==> config.mk <==
export PLATFORM = sky130hd
export DESIGN_NAME = haptic_burst_waveform_sequencer_top
export DESIGN_NICKNAME = d
export VERILOG_FILES = /design/src/design/hbws_pkg.sv /design/src/design/haptic_burst_waveform_sequencer_top.sv
export SDC_FILE = /design/constraint.sdc
export NUM_CORES = 1
export LEC_CHECK = 0
export ABC_CLOCK_PERIOD_IN_PS = 7550
export BUFFER_PORTS_ARGS = -buffer_cell sky130_fd_sc_hd__buf_2
export CAP_MARGIN = 10
export CORE_MARGIN = 3
export CORE_UTILIZATION = 40
export DETAILED_ROUTE_END_ITERATION = 7
export SLEW_MARGIN = 40
export SYNTH_ARGS = -nofsm -noshare
export SYNTH_HDL_FRONTEND = slang
export SYNTH_SLANG_ARGS = --single-unit
==> constraint.sdc <==
create_clock -name clock -period 7.55 [get_ports clock]
set_clock_uncertainty 0.1 [all_clocks]
set_input_delay 1.8875 -clock clock [delete_from_list [all_inputs] [get_ports clock]]
set_output_delay 1.8875 -clock clock [all_outputs]
set_load 0.05 [all_outputs]
==> src/design/hbws_pkg.sv <==
// Shared types, constants and helper functions for the haptic burst sequencer.
// No dependencies; every design file imports this package.
`timescale 1ns / 1ps

package hbws_pkg;

   // Width of the saturating tick counters.
   localparam int TIME_BITS = 16;
   // Counter compares against 16-bit period fields run at the wider of the two.
   localparam int CMP_W     = (TIME_BITS > 16) ? TIME_BITS : 16;

   localparam logic [15:0] ZERO_CODE = 16'd32767;

   // Diagonal scale 0.707 as (amp * 707 + 500) / 1000.
   localparam logic [9:0] DIAG_NUM = 10'd707;
   localparam logic [9:0] DIAG_DEN = 10'd1000;
   localparam logic [9:0] DIAG_RND = 10'd500;

   localparam logic [7:0] RAMP_TICKS_RESET = 8'd18;
   localparam logic [7:0] HOLD_TICKS_RESET = 8'd7;

   // Shared multiply/divide unit sizing.
   localparam int DIV_W  = 25;
   localparam int DSR_W  = 10;
   localparam int DCNT_W = $clog2(DIV_W);

   // Item codes and register indexes.
   localparam logic       REQ_TICK    = 1'b0;
   localparam logic       REQ_COMMAND = 1'b1;
   localparam logic       CSR_RAMP_TICKS = 1'b0;
   localparam logic       CSR_HOLD_TICKS = 1'b1;
   localparam logic       PHASE_RAMP  = 1'b0;
   localparam logic       PHASE_HOLD  = 1'b1;

   // Direction codes of a command item.
   localparam logic [2:0] DIR_W  = 3'd0;
   localparam logic [2:0] DIR_E  = 3'd1;
   localparam logic [2:0] DIR_N  = 3'd2;
   localparam logic [2:0] DIR_S  = 3'd3;
   localparam logic [2:0] DIR_NW = 3'd4;
   localparam logic [2:0] DIR_NE = 3'd5;
   localparam logic [2:0] DIR_SW = 3'd6;
   localparam logic [2:0] DIR_SE = 3'd7;

   typedef enum logic [1:0] {
      MODE_IDLE   = 2'd0,
      MODE_RENDER = 2'd1,
      MODE_PAUSE  = 2'd2
   } mode_type;

   typedef enum logic [2:0] {
      ST_READY,
      ST_EVAL,
      ST_MUL,
      ST_DIV,
      ST_OUT
   } seq_state_type;

   typedef enum logic [1:0] {
      DRIVE_ZERO,
      DRIVE_PEAK,
      DRIVE_RAMP
   } drive_type;

   typedef struct packed {
      logic        req_type;
      logic [2:0]  direction;
      logic [14:0] amplitude;
      logic [7:0]  repeat_count;
      logic [15:0] render_ticks;
      logic [15:0] pause_ticks;
   } req_item_type;

   typedef struct packed {
      logic [15:0] dac_code_x;
      logic [15:0] dac_code_y;
      logic [1:0]  mode;
   } rsp_item_type;

   // Per-axis drive sign taken from the direction code.
   typedef struct packed {
      logic x_on;
      logic x_neg;
      logic y_on;
      logic y_neg;
      logic diag;
   } dir_type;

   function automatic dir_type dir_decode(input logic [2:0] code);
      dir_type d;
      unique case (code)
         DIR_W:   d = '{x_on: 1'b1, x_neg: 1'b0, y_on: 1'b0, y_neg: 1'b0, diag: 1'b0};
         DIR_E:   d = '{x_on: 1'b1, x_neg: 1'b1, y_on: 1'b0, y_neg: 1'b0, diag: 1'b0};
         DIR_N:   d = '{x_on: 1'b0, x_neg: 1'b0, y_on: 1'b1, y_neg: 1'b0, diag: 1'b0};
         DIR_S:   d = '{x_on: 1'b0, x_neg: 1'b0, y_on: 1'b1, y_neg: 1'b1, diag: 1'b0};
         DIR_NW:  d = '{x_on: 1'b1, x_neg: 1'b0, y_on: 1'b1, y_neg: 1'b0, diag: 1'b1};
         DIR_NE:  d = '{x_on: 1'b1, x_neg: 1'b1, y_on: 1'b1, y_neg: 1'b0, diag: 1'b1};
         DIR_SW:  d = '{x_on: 1'b1, x_neg: 1'b0, y_on: 1'b1, y_neg: 1'b1, diag: 1'b1};
         // southeast
         default: d = '{x_on: 1'b1, x_neg: 1'b1, y_on: 1'b1, y_neg: 1'b1, diag: 1'b1};
      endcase
      return d;
   endfunction

   // Bipolar DAC code: zero drive plus or minus (mag + adj).
   function automatic logic [15:0] axis_code(input logic on, input logic neg,
                                             input logic [14:0] mag, input logic adj);
      logic [15:0] m;
      m = {1'b0, mag} + {15'd0, adj};
      if (!on) begin
         return ZERO_CODE;
      end else if (neg) begin
         return ZERO_CODE - m;
      end else begin
         return ZERO_CODE + m;
      end
   endfunction

endpackage

==> src/design/haptic_burst_waveform_sequencer_top.sv <==
// Two-axis vibrotactile burst sequencer: command/tick items in, DAC code items out.
// Depends on hbws_pkg; one shared multiply-then-restoring-divide unit.
`timescale 1ns / 1ps

// Steps: a tick outside the ramp phase goes through evaluate and the output register;
//   a ramp tick goes through evaluate, registered multiply, 25 one-bit steps of the
//   shared restoring divider, then the output register.
// One item at a time: the next item is taken only once the last one is through; a diagonal
//   command also runs the shared multiply and divide (divide by 1000), an axis-aligned
//   command does not; a stalled result holds the block in its output step.
// Reset (synchronous, active high): machine idle, counters and peaks zero,
//   ramp/hold registers back to 18 and 7, output register empty. No clearing pass.
module haptic_burst_waveform_sequencer_top
   import hbws_pkg::*;
(
   input  logic          clock,
   input  logic          reset,
   // input item channel
   input  logic          req_valid,
   output logic          req_stall,
   input  req_item_type  req_item,
   // result item channel
   output logic          rsp_valid,
   input  logic          rsp_stall,
   output rsp_item_type  rsp_item,
   // register write channel
   input  logic          csr_valid,
   output logic          csr_ready,
   input  logic          csr_index,
   input  logic [7:0]    csr_wdata
);

   // ------------------------------------------------------------------
   // Registers
   // ------------------------------------------------------------------
   seq_state_type          state_ff, state_in;
   req_item_type           req_ff, req_in;

   logic [7:0]             ramp_ticks_ff, ramp_ticks_in;
   logic [7:0]             hold_ticks_ff, hold_ticks_in;

   mode_type               mode_ff, mode_in;
   logic                   pending_ff, pending_in;
   logic [7:0]             bursts_left_ff, bursts_left_in;
   logic [TIME_BITS-1:0]   mode_elapsed_ff, mode_elapsed_in;
   logic                   wave_phase_ff, wave_phase_in;
   logic [TIME_BITS-1:0]   wave_elapsed_ff, wave_elapsed_in;
   logic [14:0]            peak_mag_ff, peak_mag_in;
   dir_type                dir_ff, dir_in;
   logic [15:0]            burst_length_ff, burst_length_in;
   logic [15:0]            gap_length_ff, gap_length_in;

   // shared arithmetic unit operands and working registers
   drive_type              drive_ff, drive_in;
   logic                   diff_neg_ff, diff_neg_in;
   logic [14:0]            mul_a_ff, mul_a_in;
   logic [DSR_W-1:0]       mul_b_ff, mul_b_in;
   logic [DSR_W-1:0]       mul_add_ff, mul_add_in;
   logic [DSR_W-1:0]       divisor_ff, divisor_in;
   logic [DIV_W-1:0]       dvd_ff, dvd_in;
   logic [DSR_W-1:0]       rem_ff, rem_in;
   logic [DCNT_W-1:0]      cnt_ff, cnt_in;

   logic                   rsp_valid_ff, rsp_valid_in;
   rsp_item_type           rsp_item_ff, rsp_item_in;

   // ------------------------------------------------------------------
   // Combinational helpers
   // ------------------------------------------------------------------
   logic                   req_accept;
   logic                   rsp_free;
   logic [TIME_BITS-1:0]   mode_inc;
   logic [TIME_BITS-1:0]   wave_inc;
   logic [9:0]             ramp_diff;
   logic [DSR_W:0]         rem_shift;
   dir_type                cmd_dir;
   logic                   rem_nz;
   logic                   x_neg_out;
   logic                   y_neg_out;
   logic [14:0]            out_mag;

   assign req_stall  = (state_ff != ST_READY);
   assign req_accept = req_valid && !req_stall;
   assign rsp_free   = !rsp_valid_ff || !rsp_stall;
   assign csr_ready  = 1'b1;
   assign rsp_valid  = rsp_valid_ff;
   assign rsp_item   = rsp_item_ff;

   // saturating tick counters
   assign mode_inc = (&mode_elapsed_ff) ? mode_elapsed_ff : mode_elapsed_ff + 1'b1;
   assign wave_inc = (&wave_elapsed_ff) ? wave_elapsed_ff : wave_elapsed_ff + 1'b1;

   // R - 2t; only used in the ramp phase, where t <= R <= 255
   assign ramp_diff = {2'b00, ramp_ticks_ff} - {1'b0, wave_inc[7:0], 1'b0};

   // one restoring divider step
   assign rem_shift = {rem_ff, dvd_ff[DIV_W-1]};

   assign cmd_dir = dir_decode(req_ff.direction);
   assign rem_nz  = (rem_ff != '0);

   // output sign per axis: ramp flips with the sign of R - 2t
   assign x_neg_out = dir_ff.x_neg ^ ((drive_ff == DRIVE_RAMP) && diff_neg_ff);
   assign y_neg_out = dir_ff.y_neg ^ ((drive_ff == DRIVE_RAMP) && diff_neg_ff);
   assign out_mag   = (drive_ff == DRIVE_RAMP) ? dvd_ff[14:0] : peak_mag_ff;

   // ------------------------------------------------------------------
   // Sequencer: next state and datapath control
   // ------------------------------------------------------------------
   always_comb begin
      state_in        = state_ff;
      req_in          = req_ff;
      ramp_ticks_in   = ramp_ticks_ff;
      hold_ticks_in   = hold_ticks_ff;
      mode_in         = mode_ff;
      pending_in      = pending_ff;
      bursts_left_in  = bursts_left_ff;
      mode_elapsed_in = mode_elapsed_ff;
      wave_phase_in   = wave_phase_ff;
      wave_elapsed_in = wave_elapsed_ff;
      peak_mag_in     = peak_mag_ff;
      dir_in          = dir_ff;
      burst_length_in = burst_length_ff;
      gap_length_in   = gap_length_ff;
      drive_in        = drive_ff;
      diff_neg_in     = diff_neg_ff;
      mul_a_in        = mul_a_ff;
      mul_b_in        = mul_b_ff;
      mul_add_in      = mul_add_ff;
      divisor_in      = divisor_ff;
      dvd_in          = dvd_ff;
      rem_in          = rem_ff;
      cnt_in          = cnt_ff;
      rsp_valid_in    = rsp_valid_ff;
      rsp_item_in     = rsp_item_ff;

      // drop the result once the far side takes it
      if (rsp_valid_ff && !rsp_stall) begin
         rsp_valid_in = 1'b0;
      end

      // register writes land at any time; the user is to send them only while idle, which the block does not enforce
      if (csr_valid && csr_ready) begin
         unique case (csr_index)
            CSR_RAMP_TICKS: ramp_ticks_in = csr_wdata;
            CSR_HOLD_TICKS: hold_ticks_in = csr_wdata;
            default:        ramp_ticks_in = ramp_ticks_ff;
         endcase
      end

      unique case (state_ff)
         ST_READY: begin
            if (req_accept) begin
               req_in   = req_item;
               state_in = ST_EVAL;
            end
         end

         ST_EVAL: begin
            if (req_ff.req_type == REQ_COMMAND) begin
               // load the new burst; peaks replace the old ones at once
               dir_in          = cmd_dir;
               bursts_left_in  = req_ff.repeat_count;
               burst_length_in = req_ff.render_ticks;
               gap_length_in   = req_ff.pause_ticks;
               pending_in      = 1'b1;
               if (cmd_dir.diag) begin
                  // scale by 0.707 through the shared unit
                  mul_a_in   = req_ff.amplitude;
                  mul_b_in   = DIAG_NUM;
                  mul_add_in = DIAG_RND;
                  divisor_in = DIAG_DEN;
                  state_in   = ST_MUL;
               end else begin
                  peak_mag_in = req_ff.amplitude;
                  state_in    = ST_READY;
               end
            end else begin
               // tick: advance counters, then step the machine
               mode_elapsed_in = mode_inc;
               wave_elapsed_in = wave_inc;
               drive_in        = DRIVE_ZERO;
               unique case (mode_ff)
                  MODE_RENDER: begin
                     if (wave_phase_ff == PHASE_RAMP) begin
                        if (wave_inc > TIME_BITS'(ramp_ticks_ff)) begin
                           // ramp over: new phase starts at +peak
                           wave_phase_in   = PHASE_HOLD;
                           wave_elapsed_in = '0;
                           drive_in        = DRIVE_PEAK;
                        end else begin
                           drive_in = DRIVE_RAMP;
                        end
                     end else begin
                        if (wave_inc > TIME_BITS'(hold_ticks_ff)) begin
                           wave_phase_in   = PHASE_RAMP;
                           wave_elapsed_in = '0;
                        end
                        drive_in = DRIVE_PEAK;
                     end
                     if (CMP_W'(mode_inc) >= CMP_W'(burst_length_ff)) begin
                        if (bursts_left_ff <= 8'd1) begin
                           bursts_left_in = '0;
                           mode_in        = MODE_IDLE;
                        end else begin
                           bursts_left_in  = bursts_left_ff - 8'd1;
                           mode_in         = MODE_PAUSE;
                           mode_elapsed_in = '0;
                        end
                     end
                  end
                  MODE_PAUSE: begin
                     if (CMP_W'(mode_inc) >= CMP_W'(gap_length_ff)) begin
                        mode_in         = MODE_RENDER;
                        mode_elapsed_in = '0;
                     end
                  end
                  default: begin
                     mode_in = MODE_IDLE;
                     if (pending_ff) begin
                        pending_in      = 1'b0;
                        mode_in         = MODE_RENDER;
                        mode_elapsed_in = '0;
                     end
                  end
               endcase

               // ramp drive = floor(peak * (R - 2t) / R), done on magnitudes
               diff_neg_in = ramp_diff[9];
               mul_a_in    = peak_mag_ff;
               mul_b_in    = ramp_diff[9] ? DSR_W'(-ramp_diff) : DSR_W'(ramp_diff);
               mul_add_in  = '0;
               divisor_in  = DSR_W'(ramp_ticks_ff);
               if ((mode_ff == MODE_RENDER) && (wave_phase_ff == PHASE_RAMP)
                   && !(wave_inc > TIME_BITS'(ramp_ticks_ff))) begin
                  state_in = ST_MUL;
               end else begin
                  state_in = ST_OUT;
               end
            end
         end

         ST_MUL: begin
            // registered product feeds the divider
            dvd_in   = DIV_W'(mul_a_ff) * DIV_W'(mul_b_ff) + DIV_W'(mul_add_ff);
            rem_in   = '0;
            cnt_in   = DCNT_W'(DIV_W - 1);
            state_in = ST_DIV;
         end

         ST_DIV: begin
            // one quotient bit per cycle
            if (rem_shift >= {1'b0, divisor_ff}) begin
               rem_in = DSR_W'(rem_shift - {1'b0, divisor_ff});
               dvd_in = {dvd_ff[DIV_W-2:0], 1'b1};
            end else begin
               rem_in = rem_shift[DSR_W-1:0];
               dvd_in = {dvd_ff[DIV_W-2:0], 1'b0};
            end
            cnt_in = cnt_ff - 1'b1;
            if (cnt_ff == '0) begin
               if (req_ff.req_type == REQ_COMMAND) begin
                  peak_mag_in = dvd_in[14:0];
                  state_in    = ST_READY;
               end else begin
                  state_in = ST_OUT;
               end
            end
         end

         ST_OUT: begin
            // hold until the output register is free
            if (rsp_free) begin
               rsp_valid_in = 1'b1;
               if (drive_ff == DRIVE_ZERO) begin
                  rsp_item_in.dac_code_x = ZERO_CODE;
                  rsp_item_in.dac_code_y = ZERO_CODE;
               end else begin
                  // floor of a negative quotient rounds away from zero
                  rsp_item_in.dac_code_x = axis_code(dir_ff.x_on, x_neg_out, out_mag,
                     (drive_ff == DRIVE_RAMP) && x_neg_out && rem_nz);
                  rsp_item_in.dac_code_y = axis_code(dir_ff.y_on, y_neg_out, out_mag,
                     (drive_ff == DRIVE_RAMP) && y_neg_out && rem_nz);
               end
               rsp_item_in.mode = mode_ff;
               state_in         = ST_READY;
            end
         end

         default: state_in = ST_READY;
      endcase
   end

   // ------------------------------------------------------------------
   // Control registers
   // ------------------------------------------------------------------
   always_ff @(posedge clock) begin
      if (reset) begin
         state_ff        <= ST_READY;
         ramp_ticks_ff   <= RAMP_TICKS_RESET;
         hold_ticks_ff   <= HOLD_TICKS_RESET;
         mode_ff         <= MODE_IDLE;
         pending_ff      <= 1'b0;
         bursts_left_ff  <= '0;
         mode_elapsed_ff <= '0;
         wave_phase_ff   <= PHASE_RAMP;
         wave_elapsed_ff <= '0;
         peak_mag_ff     <= '0;
         dir_ff          <= '0;
         burst_length_ff <= '0;
         gap_length_ff   <= '0;
         rsp_valid_ff    <= 1'b0;
      end else begin
         state_ff        <= state_in;
         ramp_ticks_ff   <= ramp_ticks_in;
         hold_ticks_ff   <= hold_ticks_in;
         mode_ff         <= mode_in;
         pending_ff      <= pending_in;
         bursts_left_ff  <= bursts_left_in;
         mode_elapsed_ff <= mode_elapsed_in;
         wave_phase_ff   <= wave_phase_in;
         wave_elapsed_ff <= wave_elapsed_in;
         peak_mag_ff     <= peak_mag_in;
         dir_ff          <= dir_in;
         burst_length_ff <= burst_length_in;
         gap_length_ff   <= gap_length_in;
         rsp_valid_ff    <= rsp_valid_in;
      end
   end

   // ------------------------------------------------------------------
   // Payload and arithmetic registers (no reset)
   // ------------------------------------------------------------------
   always_ff @(posedge clock) begin
      req_ff      <= req_in;
      drive_ff    <= drive_in;
      diff_neg_ff <= diff_neg_in;
      mul_a_ff    <= mul_a_in;
      mul_b_ff    <= mul_b_in;
      mul_add_ff  <= mul_add_in;
      divisor_ff  <= divisor_in;
      dvd_ff      <= dvd_in;
      rem_ff      <= rem_in;
      cnt_ff      <= cnt_in;
      rsp_item_ff <= rsp_item_in;
   end

endmodule

Word-level counts from Yosys, hierarchy flattened
Cells that the tools add are included.
Word-level totals
  bits in registers: 292
  input bits: 73
  output and inout bits: 37
Cells by class
  add/subtract/negate cells: 14
  multiply operators: 1
  magnitude comparators: 6
  equal/unequal tests: 23
  multiplexer cells: 60
  bitwise gates (word level): 8
  reductions and logical operators: 43
Operators with widths (count)
  2-to-1 mux 16 bit: 12
  2-to-1 mux 15 bit: 7
  2-to-1 mux 10 bit: 5
  one-hot mux 25 bit (2 select lines): 1
  2-to-1 mux 8 bit: 5
  one-hot mux 5 bit (7 select lines): 1
  adder 15 x 1 -> 16 bit: 2
  adder 15 x 16 -> 16 bit, first input constant: 2
  adder 16 x 1 -> 16 bit, second input constant: 2
  greater-or-equal comparator 16 bit: 2
  > comparator 16 x 8 -> 1 bit: 2
  one-hot mux 16 bit (2 select lines): 1
  AND reduction 16 bit: 2
  subtractor 15 x 16 -> 16 bit, first input constant: 2
  one-hot mux 15 bit (2 select lines): 1
  adder 25 x 9 -> 25 bit: 1
  multiplier 15 x 10 -> 25 bit: 1
  one-hot mux 10 bit (2 select lines): 1
  2-to-1 mux 3 bit: 6
  != test 2 bit, second input constant: 8
  AND reduction 2 bit: 8
  one-hot mux 3 bit (5 select lines): 1
  equality test 3 x 2 -> 1 bit, second input constant: 4
  equality test 3 bit, second input constant: 4
  31 further kinds: 74

Logic depth before layout (Yosys ltp)
Gate-level depths: netlist of the first run.
  word-level depth: 8
  gate-level depth with buffers: 21

Worst setup path before layout of the first run
Ideal clock, no wire load.
  path type: flip-flop to flip-flop
  start: reg mul_b_ff[9]
  end: reg dvd_ff[21] (data pin)
  setup time: 0.270 ns
  arrival time: 5.421 ns
  required time: 7.180 ns
  path slack: 1.758 ns
  cell stages (with the launch flop): 19
  clock period less this slack: 5.792 ns
  path through: edfxtp_1 -> clkbuf_1 -> and2_1 -> fa_1 -> fa_1 -> fa_1 -> fa_1 -> inv_1 -> fa_1 -> inv_1 -> ha_1 -> a211oi_1 -> nand2_1 -> o311ai_0 -> a21oi_1 -> o41ai_1 -> o21ai_0 -> xnor2_1 -> a21oi_1
On the way
  longest elaborated chain between the ends: 3
RTL lines
  start, declared: line haptic_burst_waveform_sequencer_top.sv:57  | logic [DSR_W-1:0] mul_b_ff, mul_b_in;
  start signal, assigned: line haptic_burst_waveform_sequencer_top.sv:339  | mul_b_ff <= mul_b_in;
  multiplier 15 x 10 -> 25 bit: line haptic_burst_waveform_sequencer_top.sv:245  | dvd_in = DIV_W'(mul_a_ff) * DIV_W'(mul_b_ff) + DIV_W'(mul_add_ff);
  adder 25 x 9 -> 25 bit: line haptic_burst_waveform_sequencer_top.sv:245
  one-hot mux 25 bit (2 select lines): line haptic_burst_waveform_sequencer_top.sv:151  | unique case (state_ff)
  via dvd_in[21]: line haptic_burst_waveform_sequencer_top.sv:60  | logic [DIV_W-1:0] dvd_ff, dvd_in;
  end signal, assigned: line haptic_burst_waveform_sequencer_top.sv:342  | dvd_ff <= dvd_in;
  end, declared: line haptic_burst_waveform_sequencer_top.sv:60
The timed path passes the listed nets, and every way through them passes these cells.
A chain may end at the register's enable or synchronous reset.

Worst setup path in the final report of the first run
  start: reg mul_b_ff[6]
  end: reg dvd_ff[21] (data pin)
Same word-level chain as after synthesis.

==> flow_results.xml, run 1 <==
<?xml version="1.0" encoding="UTF-8"?>
<metrics>
  <group name="detailed_routing">
    <metric name="postRouteWirelength" unit="mm">48.66</metric>
    <metric name="initialDrtViolationCount" unit="">927</metric>
    <metric name="detailedRoute.firstPassIterationCount" unit="">5</metric>
    <metric name="route.detailed.vias_per_inst" unit="">5.225</metric>
    <metric name="drt-wirelength-per-cell" unit="um">16.72</metric>
    <metric name="via_count" unit="">15211</metric>
    <metric name="remaining_drc_errors" unit="">0</metric>
    <metric name="postRouteAntennaNets" unit="">0</metric>
  </group>
  <group name="power">
    <metric name="seqPwrFrac" unit="">0.296</metric>
    <metric name="leakage" unit="nW">9.220</metric>
    <metric name="internal_power" unit="mW">4.071</metric>
    <metric name="power_density" unit="nW/um2">297.7</metric>
    <metric name="netSwitchingPower" unit="mW">2.611</metric>
    <metric name="switching_share" unit="">0.3907</metric>
    <metric name="comb_power_share" unit="">0.466</metric>
    <metric name="power_frac_clock" unit="">0.238</metric>
    <metric name="peakVddDrop" unit="V">0.0002100</metric>
    <metric name="post-layout-total-power" unit="mW">6.681</metric>
  </group>
  <group name="critical_path">
    <metric name="setup.worst_path.start" unit="">mul_b_ff[6]$_SDFFCE_PP1P_</metric>
    <metric name="critical_path.max_fanout" unit="">15</metric>
    <metric name="critical_path.max_stage_delay" unit="ps">660</metric>
    <metric name="cp_num_buf_inv" unit="">3</metric>
    <metric name="timing.critical_path.slowest_stage_cell" unit="">sky130_fd_sc_hd__edfxtp_1</metric>
    <metric name="worst-endpoint-required" unit="ps">7770</metric>
    <metric name="worst_r2r_startpoint" unit="">mul_b_ff[6]$_SDFFCE_PP1P_</metric>
    <metric name="critical_path.cell_chain" unit="">nand2_1 -&gt; fa_1 -&gt; inv_1 -&gt; fa_1 -&gt; fa_1 -&gt; fa_1 -&gt; inv_1 -&gt; fa_1 -&gt; inv_1 -&gt; ha_1 -&gt; a21oi_1 -&gt; nand2_1 -&gt; o311ai_1 -&gt; a21oi_1 -&gt; o41ai_1 -&gt; o21ai_0 -&gt; xnor2_1 -&gt; a21oi_1</metric>
    <metric name="critical-path-top-delay-family" unit="">adder cells</metric>
    <metric name="critPathArrivalTime" unit="ps">6830</metric>
    <metric name="worst-setup-path-type" unit="">reg2reg</metric>
    <metric name="worst_setup_path_end_kind" unit="">flop</metric>
    <metric name="cpMostUsedCell" unit="">sky130_fd_sc_hd__fa_1</metric>
    <metric name="critical_path.startpoint_type" unit="">flop</metric>
  </group>
  <group name="layout">
    <metric name="nNetsFinal" unit="">2550</metric>
    <metric name="proportion_of_layout_cells_with_a_drive_suffix_above_1" unit="">0.09840</metric>
    <metric name="regArea" unit="um2">7407</metric>
    <metric name="area_delta_synth_final" unit="%">11.70</metric>
    <metric name="layout.core_utilization" unit="">0.4557</metric>
    <metric name="post_layout_nonfiller_instances" unit="">2911</metric>
    <metric name="multi_input_comb_area" unit="um2">11550</metric>
    <metric name="fillers" unit="">4757</metric>
  </group>
  <group name="job">
    <metric name="cap_violations" unit="">0</metric>
  </group>
  <group name="sta">
    <metric name="rsz0062_at_grt" unit="">no</metric>
    <metric name="timing.final.max_slew_violations" unit="">0</metric>
    <metric name="timing.max_slew.rel_slack" unit="">0.4647</metric>
    <metric name="worst-slew-pin-transition" unit="ps">802.9</metric>
    <metric name="timing.final.hold_violations" unit="">0</metric>
    <metric name="finalHoldWorstSlack" unit="ps">354.9</metric>
    <metric name="layout_min_cycle_time" unit="ps">6618</metric>
    <metric name="setup_viol" unit="">0</metric>
    <metric name="setup_total_negative_slack" unit="ps">0</metric>
    <metric name="clock.fmax" unit="MHz">151.1</metric>
    <metric name="final_min_period_over_clock_period" unit="">0.8765</metric>
  </group>
  <group name="logic_synthesis">
    <metric name="synthesized_area_fraction_occupied_by_ao_oa_aoi_and_oai_cells" unit="">0.1197</metric>
    <metric name="synth.cells.most_frequent" unit="">sky130_fd_sc_hd__nand2_1, sky130_fd_sc_hd__inv_1, sky130_fd_sc_hd__edfxtp_1</metric>
    <metric name="synth_flop_cell" unit="">sky130_fd_sc_hd__edfxtp_1</metric>
    <metric name="synth.mux.area_fraction" unit="">0.02509</metric>
    <metric name="mappedNetlistNets" unit="">2477</metric>
    <metric name="synth_xor_area_frac" unit="">0.04533</metric>
    <metric name="postSynthRegisterBits" unit="">285</metric>
    <metric name="post_synth_num_cell_types" unit="">73</metric>
    <metric name="synth_adder_area_share" unit="">0.2009</metric>
    <metric name="synthDominantAreaCellType" unit="">sky130_fd_sc_hd__edfxtp_1</metric>
    <metric name="synth.most_common_cell" unit="">sky130_fd_sc_hd__nand2_1</metric>
    <metric name="synth_cells" unit="">2148</metric>
    <metric name="syn-mean-instance-area" unit="um2">9.355</metric>
    <metric name="synth_enable_flop_cells" unit="">170</metric>
    <metric name="synth_area" unit="um2">20090</metric>
    <metric name="synth_async_sr_flop_share" unit="">0</metric>
    <metric name="synthTopCellsByArea" unit="">sky130_fd_sc_hd__edfxtp_1, sky130_fd_sc_hd__dfxtp_1, sky130_fd_sc_hd__fa_1</metric>
    <metric name="synth_simple_gate_area_frac" unit="">0.1787</metric>
    <metric name="synth.yosys.warnings" unit="">0</metric>
    <metric name="synthDominantCellAreaShare" unit="">0.2540</metric>
    <metric name="synth_seq_area_share" unit="">0.3686</metric>
    <metric name="dominant_combinational_cell_family_by_area_after_synthesis" unit="">adder cells</metric>
  </group>
  <group name="floorplan">
    <metric name="dieWidth" unit="um">230.1</metric>
    <metric name="design.core.area" unit="um2">49250</metric>
    <metric name="die_footprint" unit="um2">52960</metric>
    <metric name="starting_density_of_the_core" unit="">0.4080</metric>
    <metric name="die_height" unit="um">230.1</metric>
    <metric name="top_level_ports" unit="">110</metric>
    <metric name="number_of_cell_rows" unit="">81</metric>
  </group>
  <group name="placed_design">
    <metric name="post-place-cells" unit="">2852</metric>
    <metric name="finalWeightedCongestion" unit="">0.8760</metric>
    <metric name="dp_hpwl" unit="mm">37.60</metric>
    <metric name="io_buffers" unit="">108</metric>
  </group>
  <group name="cts">
    <metric name="post_cts_hold_buffer_count" unit="">0</metric>
    <metric name="ctsResizeCount" unit="">0</metric>
    <metric name="ctsLongestPathBuffers" unit="">3</metric>
    <metric name="cts_inserted_buffers" unit="">31</metric>
    <metric name="worst_setup_hold_path_clk_slew" unit="ps">70</metric>
    <metric name="cts_root_buf" unit="">sky130_fd_sc_hd__clkbuf_16</metric>
    <metric name="cts-htree-levels" unit="">1</metric>
    <metric name="number_of_buffers_inserted_to_repair_setup_after_cts" unit="">0</metric>
    <metric name="clk-insertion-delay-late" unit="ps">590</metric>
    <metric name="cts_num_sinks" unit="">285</metric>
    <metric name="cts_tree" unit="">built</metric>
  </group>
  <group name="global_routing">
    <metric name="via_count_of_the_first_global_routing_pass" unit="">15377</metric>
    <metric name="grt_first_pass_wirelength" unit="mm">80.40</metric>
    <metric name="largest_net_degree_at_the_start_of_global_routing" unit="">72</metric>
    <metric name="grt_use_total" unit="">0.1844</metric>
    <metric name="antenna_found_initial" unit="">0</metric>
    <metric name="gr-total-overflow" unit="">0</metric>
  </group>
  <group name="min_path">
    <metric name="timing.hold.worst.class" unit="">reg2reg</metric>
    <metric name="timing.hold.worst.start" unit="">hold_ticks_ff[4]$_SDFFE_PP0P_</metric>
  </group>
  <group name="run_status">
    <metric name="status" unit="">finished clean</metric>
  </group>
</metrics>
==> cell families (layout without fill, tap and decap cells) <==
logic type	Yosys count	in the layout
AO/OA/AOI/OAI	368	368
XOR/XNOR	104	104
adder cells (fa/ha/maj)	256	256
buffers and inverters	326	424
flip-flops	285	285
multiplexers	48	48
other	1	2
AND/OR/NAND/NOR	760	760
==> tightest hold or removal path, delay by kind of cell, from the launching register on <==
| family | cells | cell delay [ps] |
|---|---|---|
| AO/OA/AOI/OAI | 1 | 50 |
| flip-flops | 1 | 310 |
| AND/OR/NAND/NOR | 1 | 50 |
==> sequential cells by signal, summed over array words and instances, names as in the netlist, 2 cells and up <==
register and flops:
burst_length_ff 16, divisor_ff 8, mul_b_ff 10, dir_ff 4, rsp_item 34, wave_elapsed_ff 16, rem_ff 10, state_ff 3
mul_a_ff 15, hold_ticks_ff 8, drive_ff 2, cnt_ff 5, req_ff 59, peak_mag_ff 15, mode_elapsed_ff 16, dvd_ff 25
gap_length_ff 16, ramp_ticks_ff 8, bursts_left_ff 8, mode_ff 2
==> metrics by stage <==
step | instance area, um2 | worst slack [ps]
global route | 22440 | 481.5
finish | 22450 | 932.3
floorplan | 20090 | 1758
CTS | 22420 | 950.8
global placement | 21300 | 879.1
detailed placement | 21350 | 937.5
==> power groups by stage <==
stage | logic, mW | registers [mW] | clock network (mW)
3_3_place_gp | 3.07 | 2.01 | 0
5_1_grt | 3.57 | 1.99 | 1.69
4_1_cts | 3.17 | 1.98 | 1.63
3_5_place_dp | 3.13 | 2.01 | 0
6_report | 3.11 | 1.98 | 1.59
2_1_floorplan | 2.28 | 1.98 | 0
==> placed cells by master (no fill, tap or decap), types with 10 or more instances in the layout <==
| cell type | netlist | final |
|---|---|---|
| sky130_fd_sc_hd__nand4_1 | 24 | 24 |
| sky130_fd_sc_hd__buf_2 | 7 | 107 |
| sky130_fd_sc_hd__o21a_1 | 17 | 17 |
| sky130_fd_sc_hd__xor2_1 | 38 | 37 |
| sky130_fd_sc_hd__nand2_1 | 335 | 335 |
| sky130_fd_sc_hd__buf_4 | 1 | 16 |
| sky130_fd_sc_hd__and3_1 | 14 | 14 |
| sky130_fd_sc_hd__inv_1 | 239 | 239 |
| sky130_fd_sc_hd__nand3_1 | 36 | 36 |
| sky130_fd_sc_hd__xnor2_1 | 66 | 66 |
| sky130_fd_sc_hd__nand2b_1 | 16 | 16 |
| sky130_fd_sc_hd__a211oi_1 | 17 | 16 |
| sky130_fd_sc_hd__a32o_1 | 12 | 12 |
| sky130_fd_sc_hd__o21ai_0 | 76 | 75 |
| sky130_fd_sc_hd__nor3_1 | 47 | 44 |
| sky130_fd_sc_hd__mux2_2 | 19 | 19 |
| sky130_fd_sc_hd__a31oi_1 | 17 | 17 |
| sky130_fd_sc_hd__ha_1 | 145 | 145 |
| sky130_fd_sc_hd__nor2b_1 | 13 | 11 |
| sky130_fd_sc_hd__clkbuf_16 | 0 | 31 |
| sky130_fd_sc_hd__and2_1 | 81 | 81 |
| sky130_fd_sc_hd__a21o_1 | 19 | 19 |
| sky130_fd_sc_hd__o211ai_1 | 10 | 10 |
| sky130_fd_sc_hd__edfxtp_1 | 170 | 170 |
| sky130_fd_sc_hd__a21oi_1 | 113 | 112 |
| sky130_fd_sc_hd__a311oi_1 | 16 | 16 |
| sky130_fd_sc_hd__mux2i_1 | 29 | 28 |
| sky130_fd_sc_hd__or3_1 | 15 | 15 |
| sky130_fd_sc_hd__dfxtp_1 | 115 | 115 |
| sky130_fd_sc_hd__o31ai_1 | 14 | 14 |
| sky130_fd_sc_hd__fa_1 | 111 | 111 |
| sky130_fd_sc_hd__nor2_1 | 130 | 128 |
==> layer usage <==
layer	part of all wire	wire (um)	GRT usage	vias up
met3	0.041	1984	0.02403	53
li1	-	-	-	7501
met1	0.46	22570	0.2519	7379
met4	0.016	784	0.03118	0
met2	0.48	23320	0.3179	278
met5	0	0	0	-
==> worst paths after layout <==
kind / cells after the start / slack, ps / end
worst max-delay path: 18 / 930 / dvd_ff[21]$_DFFE_PP_
worst max register to register: 18 / 930 / dvd_ff[21]$_DFFE_PP_
worst min register to register: 2 / 350 / hold_ticks_ff[4]$_SDFFE_PP0P_
worst min-delay path: 2 / 350 / hold_ticks_ff[4]$_SDFFE_PP0P_
==> cell type report <==
cell class,instances,area share
clock inverter,20,0.01132
inverter,241,0.04030
tap,664,0.03701
clock buffer,38,0.03618
sequential,285,0.3300
timing repair buffer,125,0.03055
multi-input combinational,1537,0.5145
antenna,1,0.0001115
Power figures use the tool's default switching activity.
==> inputs of run 2 (changes only) <==
- ABC_CLOCK_PERIOD_IN_PS: 7550 -> 7680
- GPL_TIMING_DRIVEN: unset -> 0
- clock period: 7.55 -> 7.68 ns (I/O delays scaled with it)
==> flow_results.xml, run 2 (synthesis results as in run 1) <==
<?xml version="1.0" encoding="UTF-8"?>
<metrics>
  <group name="detailed_routing">
    <metric name="detailedRoute.firstPassIterationCount" unit="">5</metric>
    <metric name="postRouteAntennaNets" unit="">0</metric>
    <metric name="drt-wirelength-per-cell" unit="um">17.37</metric>
    <metric name="remaining_drc_errors" unit="">0</metric>
    <metric name="postRouteWirelength" unit="mm">51.97</metric>
    <metric name="via_count" unit="">15873</metric>
    <metric name="route.detailed.vias_per_inst" unit="">5.307</metric>
    <metric name="initialDrtViolationCount" unit="">1119</metric>
  </group>
  <group name="global_routing">
    <metric name="global_route.usage.met2" unit="">0.3330</metric>
    <metric name="gr-total-overflow" unit="">0</metric>
    <metric name="via_count_of_the_first_global_routing_pass" unit="">16140</metric>
    <metric name="largest_net_degree_at_the_start_of_global_routing" unit="">24</metric>
    <metric name="grt-busiest-layer" unit="">met2</metric>
    <metric name="antenna_found_initial" unit="">1</metric>
    <metric name="gr_layer_usage_met3" unit="">0.02589</metric>
    <metric name="grt_first_pass_wirelength" unit="mm">84.69</metric>
    <metric name="grt_use_total" unit="">0.1979</metric>
    <metric name="global_route.usage.met1" unit="">0.2689</metric>
  </group>
  <group name="critical_path">
    <metric name="setup.worst_path.start" unit="">mul_b_ff[6]$_SDFFCE_PP1P_</metric>
    <metric name="worst-endpoint-required" unit="ps">7850</metric>
    <metric name="worst_r2r_startpoint" unit="">mul_b_ff[6]$_SDFFCE_PP1P_</metric>
    <metric name="critical_path.startpoint_type" unit="">flop</metric>
    <metric name="worst_reg2reg_path_depth" unit="">19</metric>
    <metric name="critical_path.max_fanout" unit="">10</metric>
    <metric name="critical_path.reg2reg.endpoint" unit="">dvd_ff[21]$_DFFE_PP_</metric>
    <metric name="cpMostUsedCell" unit="">sky130_fd_sc_hd__fa_1</metric>
    <metric name="critPathArrivalTime" unit="ps">7410</metric>
    <metric name="worst-setup-path-type" unit="">reg2reg</metric>
    <metric name="worst_setup_path_end_kind" unit="">flop</metric>
    <metric name="timing.critical_path.slowest_stage_cell" unit="">sky130_fd_sc_hd__o41ai_1</metric>
    <metric name="critical_path.max_stage_delay" unit="ps">730</metric>
    <metric name="reg2reg_slack" unit="ps">440</metric>
    <metric name="critical_path.cell_chain" unit="">clkbuf_1 -&gt; nand2_1 -&gt; fa_1 -&gt; inv_1 -&gt; fa_1 -&gt; fa_1 -&gt; fa_1 -&gt; inv_1 -&gt; fa_1 -&gt; inv_1 -&gt; ha_1 -&gt; a211oi_1 -&gt; nand2_1 -&gt; o311ai_0 -&gt; a21oi_1 -&gt; o41ai_1 -&gt; o21ai_0 -&gt; xnor2_1 -&gt; a21oi_1</metric>
  </group>
  <group name="sta">
    <metric name="setup_total_negative_slack" unit="ps">0</metric>
    <metric name="clock.fmax" unit="MHz">138.2</metric>
    <metric name="final_min_period_over_clock_period" unit="">0.9422</metric>
    <metric name="timing.final.hold_violations" unit="">0</metric>
    <metric name="timing.max_slew.rel_slack" unit="">0.4225</metric>
    <metric name="rsz0062_at_grt" unit="">no</metric>
    <metric name="timing.final.max_slew_violations" unit="">0</metric>
    <metric name="layout_min_cycle_time" unit="ps">7236</metric>
    <metric name="worst-slew-pin-transition" unit="ps">866.2</metric>
    <metric name="setup_viol" unit="">0</metric>
  </group>
  <group name="layout">
    <metric name="area_delta_synth_final" unit="%">13.14</metric>
    <metric name="diodes" unit="">0</metric>
    <metric name="mostFrequentLayoutCell" unit="">sky130_fd_sc_hd__nand2_1</metric>
    <metric name="layout.cell_area.non_filler" unit="um2">22740</metric>
    <metric name="most-common-layout-cells" unit="">sky130_fd_sc_hd__nand2_1, sky130_fd_sc_hd__inv_1, sky130_fd_sc_hd__edfxtp_1</metric>
    <metric name="nNetsFinal" unit="">2630</metric>
    <metric name="proportion_of_layout_cells_with_a_drive_suffix_above_1" unit="">0.09282</metric>
    <metric name="fillers" unit="">4778</metric>
    <metric name="largest_register_ff_count" unit="">59</metric>
    <metric name="top_register" unit="">req_ff</metric>
  </group>
  <group name="placed_design">
    <metric name="io_buffers" unit="">108</metric>
    <metric name="placedInstanceArea" unit="um2">21650</metric>
    <metric name="finalWeightedCongestion" unit="">0.8844</metric>
    <metric name="dp_hpwl" unit="mm">40.87</metric>
  </group>
  <group name="power">
    <metric name="seqPwrFrac" unit="">0.298</metric>
    <metric name="peakVddDrop" unit="V">0.0003226</metric>
    <metric name="internal_power" unit="mW">3.980</metric>
    <metric name="power_frac_clock" unit="">0.242</metric>
    <metric name="switching_share" unit="">0.3845</metric>
    <metric name="netSwitchingPower" unit="mW">2.486</metric>
    <metric name="leakage" unit="nW">9.333</metric>
    <metric name="comb_power_share" unit="">0.461</metric>
    <metric name="power_density" unit="nW/um2">284.4</metric>
  </group>
  <group name="cts">
    <metric name="cts-htree-levels" unit="">2</metric>
    <metric name="worst_setup_hold_path_clk_slew" unit="ps">60</metric>
    <metric name="clk-insertion-delay-late" unit="ps">560</metric>
    <metric name="cts_tree" unit="">built</metric>
    <metric name="ctsLongestPathBuffers" unit="">3</metric>
    <metric name="cts_num_sinks" unit="">285</metric>
    <metric name="cts_inserted_buffers" unit="">34</metric>
    <metric name="number_of_buffers_inserted_to_repair_setup_after_cts" unit="">0</metric>
    <metric name="post_cts_hold_buffer_count" unit="">0</metric>
    <metric name="ctsResizeCount" unit="">0</metric>
    <metric name="cts_root_buf" unit="">sky130_fd_sc_hd__clkbuf_16</metric>
  </group>
  <group name="floorplan">
    <metric name="dieWidth" unit="um">230.1</metric>
    <metric name="number_of_cell_rows" unit="">81</metric>
    <metric name="top_level_ports" unit="">110</metric>
    <metric name="die_footprint" unit="um2">52960</metric>
    <metric name="die_height" unit="um">230.1</metric>
    <metric name="starting_density_of_the_core" unit="">0.4080</metric>
    <metric name="design.core.area" unit="um2">49250</metric>
  </group>
  <group name="job">
    <metric name="cap_violations" unit="">0</metric>
  </group>
  <group name="min_path">
    <metric name="worst_hold_path.endpoint" unit="">burst_length_ff[9]$_SDFFE_PP0P_</metric>
    <metric name="hold_depth" unit="">2</metric>
    <metric name="timing.hold.worst.class" unit="">reg2reg</metric>
    <metric name="timing.hold.worst.start" unit="">burst_length_ff[9]$_SDFFE_PP0P_</metric>
  </group>
  <group name="run_status">
    <metric name="status" unit="">finished clean</metric>
  </group>
</metrics>
run 2: cell count changes in the layout (fill, tap and decap cells not counted), sizes merged:
cell / delta
diode: -1
bufinv: -3
clkinvlp: -1
clkbuf: +78
clkinv: +5
buf: +2
run 2: worst max path at each step:
| stage | end | slack, ps | depth (start not counted) |
|---|---|---|---|
| floorplan | dvd_ff[21]$_DFFE_PP_ | 1890 | 18 |
| global route | dvd_ff[21]$_DFFE_PP_ | 70 | 19 |
| detailed placement | dvd_ff[21]$_DFFE_PP_ | 440 | 19 |
| CTS | dvd_ff[21]$_DFFE_PP_ | 420 | 19 |
| finish | dvd_ff[21]$_DFFE_PP_ | 440 | 19 |
| global placement | dvd_ff[21]$_DFFE_PP_ | 500 | 19 |
run 2: power by group through the flow:
| stage | Combinational (mW) | Sequential (mW) | Clock, mW |
|---|---|---|---|
| floorplan | 2.24 | 1.95 | 0 |
| global placement | 2.88 | 1.96 | 0 |
| detailed placement | 2.95 | 1.96 | 0 |
| CTS | 2.99 | 1.92 | 1.60 |
| global route | 3.42 | 1.93 | 1.68 |
| finish | 2.98 | 1.92 | 1.56 |
run 2: critical path, delay by kind of cell (launching register included):
family                   cells  cell delay (ps)
AND/OR/NAND/NOR              2              250
buffers and inverters        4              630
adder cells (fa/ha/maj)      6             3020
flip-flops                   1              500
XOR/XNOR                     1              220
AO/OA/AOI/OAI                6             2240
run 2: area by class of cell:
cell class | count | area (um2) | area share
inverters | 241 | 904.6 | 0.03979
plain buffers | 85 | 332.8 | 0.01464
repair buffers | 117 | 678.2 | 0.02983
multi-input cells | 1537 | 11500 | 0.5060
clock buffers | 41 | 877.1 | 0.03858
clock inverters | 21 | 201.4 | 0.008860
well taps | 664 | 830.8 | 0.03654
flip-flops and latches | 285 | 7407 | 0.3258
run 2: per-stage QoR:
step	std cells	hold slack [ps]	total power, mW	utilization	setup WS [ps]
2_1_floorplan	2148	324.4	4.184	-	1888
3_3_place_gp	2920	344.6	4.845	0.4358	496.9
3_5_place_dp	2929	347.7	4.906	0.4395	441.6
4_1_cts	2991	356.0	6.517	0.4614	417.7
5_1_grt	2991	376.3	7.029	0.4616	69.98
6_report	2991	352.7	6.466	0.4616	443.6
run 2: routing by layer:
layer | wire length, um | part of all wire | vias up
met1 | 23690 | 0.46 | 7806
met4 | 1162 | 0.022 | 2
met2 | 24780 | 0.48 | 319
met3 | 2324 | 0.045 | 74
met5 | 13 | 0.00025 | -
li1 | - | - | 7672
==> inputs of run 3 (changes only) <==
- ABC_CLOCK_PERIOD_IN_PS: 7680 -> 9030
- SLEW_MARGIN: 40 -> unset
- clock period: 7.68 -> 9.03 ns (I/O delays scaled with it)
==> flow_results.xml, run 3 (synthesis results as in run 1) <==
<?xml version="1.0" encoding="UTF-8"?>
<metrics>
  <group name="critical_path">
    <metric name="worst_reg2reg_path_depth" unit="">19</metric>
    <metric name="critical_path.startpoint_type" unit="">flop</metric>
    <metric name="cpMostUsedCell" unit="">sky130_fd_sc_hd__fa_1</metric>
    <metric name="worst_r2r_startpoint" unit="">mul_b_ff[4]$_SDFFCE_PP0P_</metric>
    <metric name="critical_path.reg2reg.endpoint" unit="">dvd_ff[21]$_DFFE_PP_</metric>
    <metric name="setup.worst_path.start" unit="">mul_b_ff[4]$_SDFFCE_PP0P_</metric>
    <metric name="critical_path.max_stage_delay" unit="ps">740</metric>
    <metric name="worst-setup-path-type" unit="">reg2reg</metric>
    <metric name="reg2reg_slack" unit="ps">1740</metric>
    <metric name="timing.critical_path.slowest_stage_cell" unit="">sky130_fd_sc_hd__o41ai_1</metric>
    <metric name="critical_path.max_fanout" unit="">10</metric>
    <metric name="worst-endpoint-required" unit="ps">9200</metric>
    <metric name="worst_setup_path_end_kind" unit="">flop</metric>
    <metric name="critical_path_capture_point" unit="">dvd_ff[21]$_DFFE_PP_</metric>
    <metric name="critical_path.cell_chain" unit="">clkbuf_1 -&gt; nand2_1 -&gt; fa_1 -&gt; inv_1 -&gt; fa_1 -&gt; fa_1 -&gt; fa_1 -&gt; inv_1 -&gt; fa_1 -&gt; inv_1 -&gt; ha_1 -&gt; a211oi_1 -&gt; nand2_1 -&gt; o311ai_0 -&gt; a21oi_1 -&gt; o41ai_1 -&gt; o21ai_0 -&gt; xnor2_1 -&gt; a21oi_1</metric>
    <metric name="critPathArrivalTime" unit="ps">7460</metric>
  </group>
  <group name="detailed_routing">
    <metric name="detailedRoute.firstPassIterationCount" unit="">5</metric>
    <metric name="drt-wirelength-per-cell" unit="um">17.50</metric>
    <metric name="via_count" unit="">15793</metric>
    <metric name="initialDrtViolationCount" unit="">1020</metric>
    <metric name="remaining_drc_errors" unit="">0</metric>
    <metric name="postRouteWirelength" unit="mm">52.26</metric>
    <metric name="route.detailed.vias_per_inst" unit="">5.287</metric>
    <metric name="postRouteAntennaNets" unit="">0</metric>
  </group>
  <group name="floorplan">
    <metric name="die_height" unit="um">230.1</metric>
    <metric name="starting_density_of_the_core" unit="">0.4080</metric>
    <metric name="top_level_ports" unit="">110</metric>
    <metric name="number_of_cell_rows" unit="">81</metric>
    <metric name="dieWidth" unit="um">230.1</metric>
    <metric name="design.core.area" unit="um2">49250</metric>
    <metric name="die_footprint" unit="um2">52960</metric>
  </group>
  <group name="cts">
    <metric name="cts_tree" unit="">built</metric>
    <metric name="ctsResizeCount" unit="">0</metric>
    <metric name="cts-htree-levels" unit="">2</metric>
    <metric name="ctsLongestPathBuffers" unit="">3</metric>
    <metric name="cts_root_buf" unit="">sky130_fd_sc_hd__clkbuf_16</metric>
    <metric name="number_of_buffers_inserted_to_repair_setup_after_cts" unit="">0</metric>
    <metric name="clk-insertion-delay-late" unit="ps">570</metric>
    <metric name="cts_inserted_buffers" unit="">34</metric>
    <metric name="cts_num_sinks" unit="">285</metric>
    <metric name="post_cts_hold_buffer_count" unit="">0</metric>
    <metric name="worst_setup_hold_path_clk_slew" unit="ps">60</metric>
  </group>
  <group name="power">
    <metric name="leakage" unit="nW">9.351</metric>
    <metric name="comb_power_share" unit="">0.450</metric>
    <metric name="netSwitchingPower" unit="mW">2.145</metric>
    <metric name="peakVddDrop" unit="V">0.0002659</metric>
    <metric name="switching_share" unit="">0.3818</metric>
    <metric name="internal_power" unit="mW">3.473</metric>
    <metric name="power_frac_clock" unit="">0.259</metric>
    <metric name="seqPwrFrac" unit="">0.291</metric>
    <metric name="power_density" unit="nW/um2">246.7</metric>
  </group>
  <group name="sta">
    <metric name="rsz0062_at_grt" unit="">no</metric>
    <metric name="clock.fmax" unit="MHz">137.2</metric>
    <metric name="final_min_period_over_clock_period" unit="">0.8072</metric>
    <metric name="timing.final.hold_violations" unit="">0</metric>
    <metric name="setup_total_negative_slack" unit="ps">0</metric>
    <metric name="setup_viol" unit="">0</metric>
    <metric name="worst-slew-pin-transition" unit="ps">1158</metric>
    <metric name="layout_min_cycle_time" unit="ps">7289</metric>
    <metric name="timing.final.max_slew_violations" unit="">0</metric>
    <metric name="timing.max_slew.rel_slack" unit="">0.2217</metric>
  </group>
  <group name="global_routing">
    <metric name="largest_net_degree_at_the_start_of_global_routing" unit="">37</metric>
    <metric name="antenna_found_initial" unit="">2</metric>
    <metric name="grt_use_total" unit="">0.1996</metric>
    <metric name="via_count_of_the_first_global_routing_pass" unit="">15991</metric>
    <metric name="gr-total-overflow" unit="">0</metric>
    <metric name="grt_first_pass_wirelength" unit="mm">85.06</metric>
  </group>
  <group name="layout">
    <metric name="mostFrequentLayoutCell" unit="">sky130_fd_sc_hd__nand2_1</metric>
    <metric name="top_register" unit="">req_ff</metric>
    <metric name="diodes" unit="">0</metric>
    <metric name="most-common-layout-cells" unit="">sky130_fd_sc_hd__nand2_1, sky130_fd_sc_hd__inv_1, sky130_fd_sc_hd__edfxtp_1</metric>
    <metric name="proportion_of_layout_cells_with_a_drive_suffix_above_1" unit="">0.09126</metric>
    <metric name="layout.core_utilization" unit="">0.4623</metric>
    <metric name="area_delta_synth_final" unit="%">13.32</metric>
    <metric name="layout.cell_area.non_filler" unit="um2">22770</metric>
    <metric name="largest_register_ff_count" unit="">59</metric>
    <metric name="nNetsFinal" unit="">2626</metric>
  </group>
  <group name="placed_design">
    <metric name="finalWeightedCongestion" unit="">0.8844</metric>
    <metric name="io_buffers" unit="">108</metric>
    <metric name="dp_hpwl" unit="mm">40.66</metric>
    <metric name="placedInstanceArea" unit="um2">21590</metric>
  </group>
  <group name="job">
    <metric name="cap_violations" unit="">0</metric>
  </group>
  <group name="min_path">
    <metric name="timing.hold.worst.class" unit="">reg2reg</metric>
  </group>
  <group name="run_status">
    <metric name="status" unit="">finished clean</metric>
  </group>
</metrics>
run 3: cell count changes in the layout (fill, tap and decap cells not counted), sizes merged:
cell | previous run | this run
bufinv | 2 | 4
clkinv | 16 | 12
buf | 127 | 123
clkinvlp | 2 | 0
clkbuf | 116 | 119
inv | 242 | 243
run 3: routing by layer:
metal,part of all wire,GRT usage,vias to the layer above
met5,0.00038,0,-
met1,0.46,0.2746,7664
met4,0.030,0.06684,2
li1,-,-,7648
met2,0.46,0.3256,376
met3,0.050,0.02664,103
run 3: power by group through the flow:
stage	Sequential [mW]	Combinational [mW]	Clock, mW
after floorplan	1.65	1.90	0
after CTS	1.64	2.54	1.48
after global routing	1.65	2.91	1.54
after global placement	1.67	2.45	0
final	1.64	2.53	1.45
after detailed placement	1.66	2.50	0
run 3: worst min path at each step:
stage                                          startpoint                              end  slack (ps)  cells after the start
final                     burst_length_ff[9]$_SDFFE_PP0P_  burst_length_ff[9]$_SDFFE_PP0P_         350                      2
after global routing        hold_ticks_ff[4]$_SDFFE_PP0P_    hold_ticks_ff[4]$_SDFFE_PP0P_         370                      2
after CTS                   hold_ticks_ff[4]$_SDFFE_PP0P_    hold_ticks_ff[4]$_SDFFE_PP0P_         350                      2
after detailed placement    hold_ticks_ff[4]$_SDFFE_PP0P_    hold_ticks_ff[4]$_SDFFE_PP0P_         350                      2
after global placement      gap_length_ff[1]$_SDFFE_PP0P_    gap_length_ff[1]$_SDFFE_PP0P_         340                      2
after floorplan                      req_ff[58]$_DFFE_PP_      mul_add_ff[7]$_SDFFCE_PN0P_         320                      0
run 3: cell type report:
cell class	count	area, um2
fill	4706	26480
multi-input combinational	1537	11490
sequential	285	7407
clock buffer	44	928.4
inverter	241	904.6
tap	664	830.8
timing repair buffer	113	630.6
buffer	85	331.6
clock inverter	18	247.7
run 3: through the flow:
step	instances	worst slack (ps)	total power, mW	hold slack [ps]
after global placement	2920	1847	4.120	344.6
after floorplan	2148	3238	3.559	324.4
after global routing	2987	1404	6.095	373.3
final	2987	1741	5.618	352.7
after detailed placement	2925	1760	4.166	347.6
after CTS	2987	1743	5.661	354.7
run 3: critical path: cells and delay by family, from the launching register on:
family                     cells  cell delay, ps
adders and majority gates      6            2940
buffers and inverters          4             720
AOI/OAI and AO/OA              6            2260
xor gates and xnor gates       1             210
DFF                            1             490
and+or+nand+nor                2             250
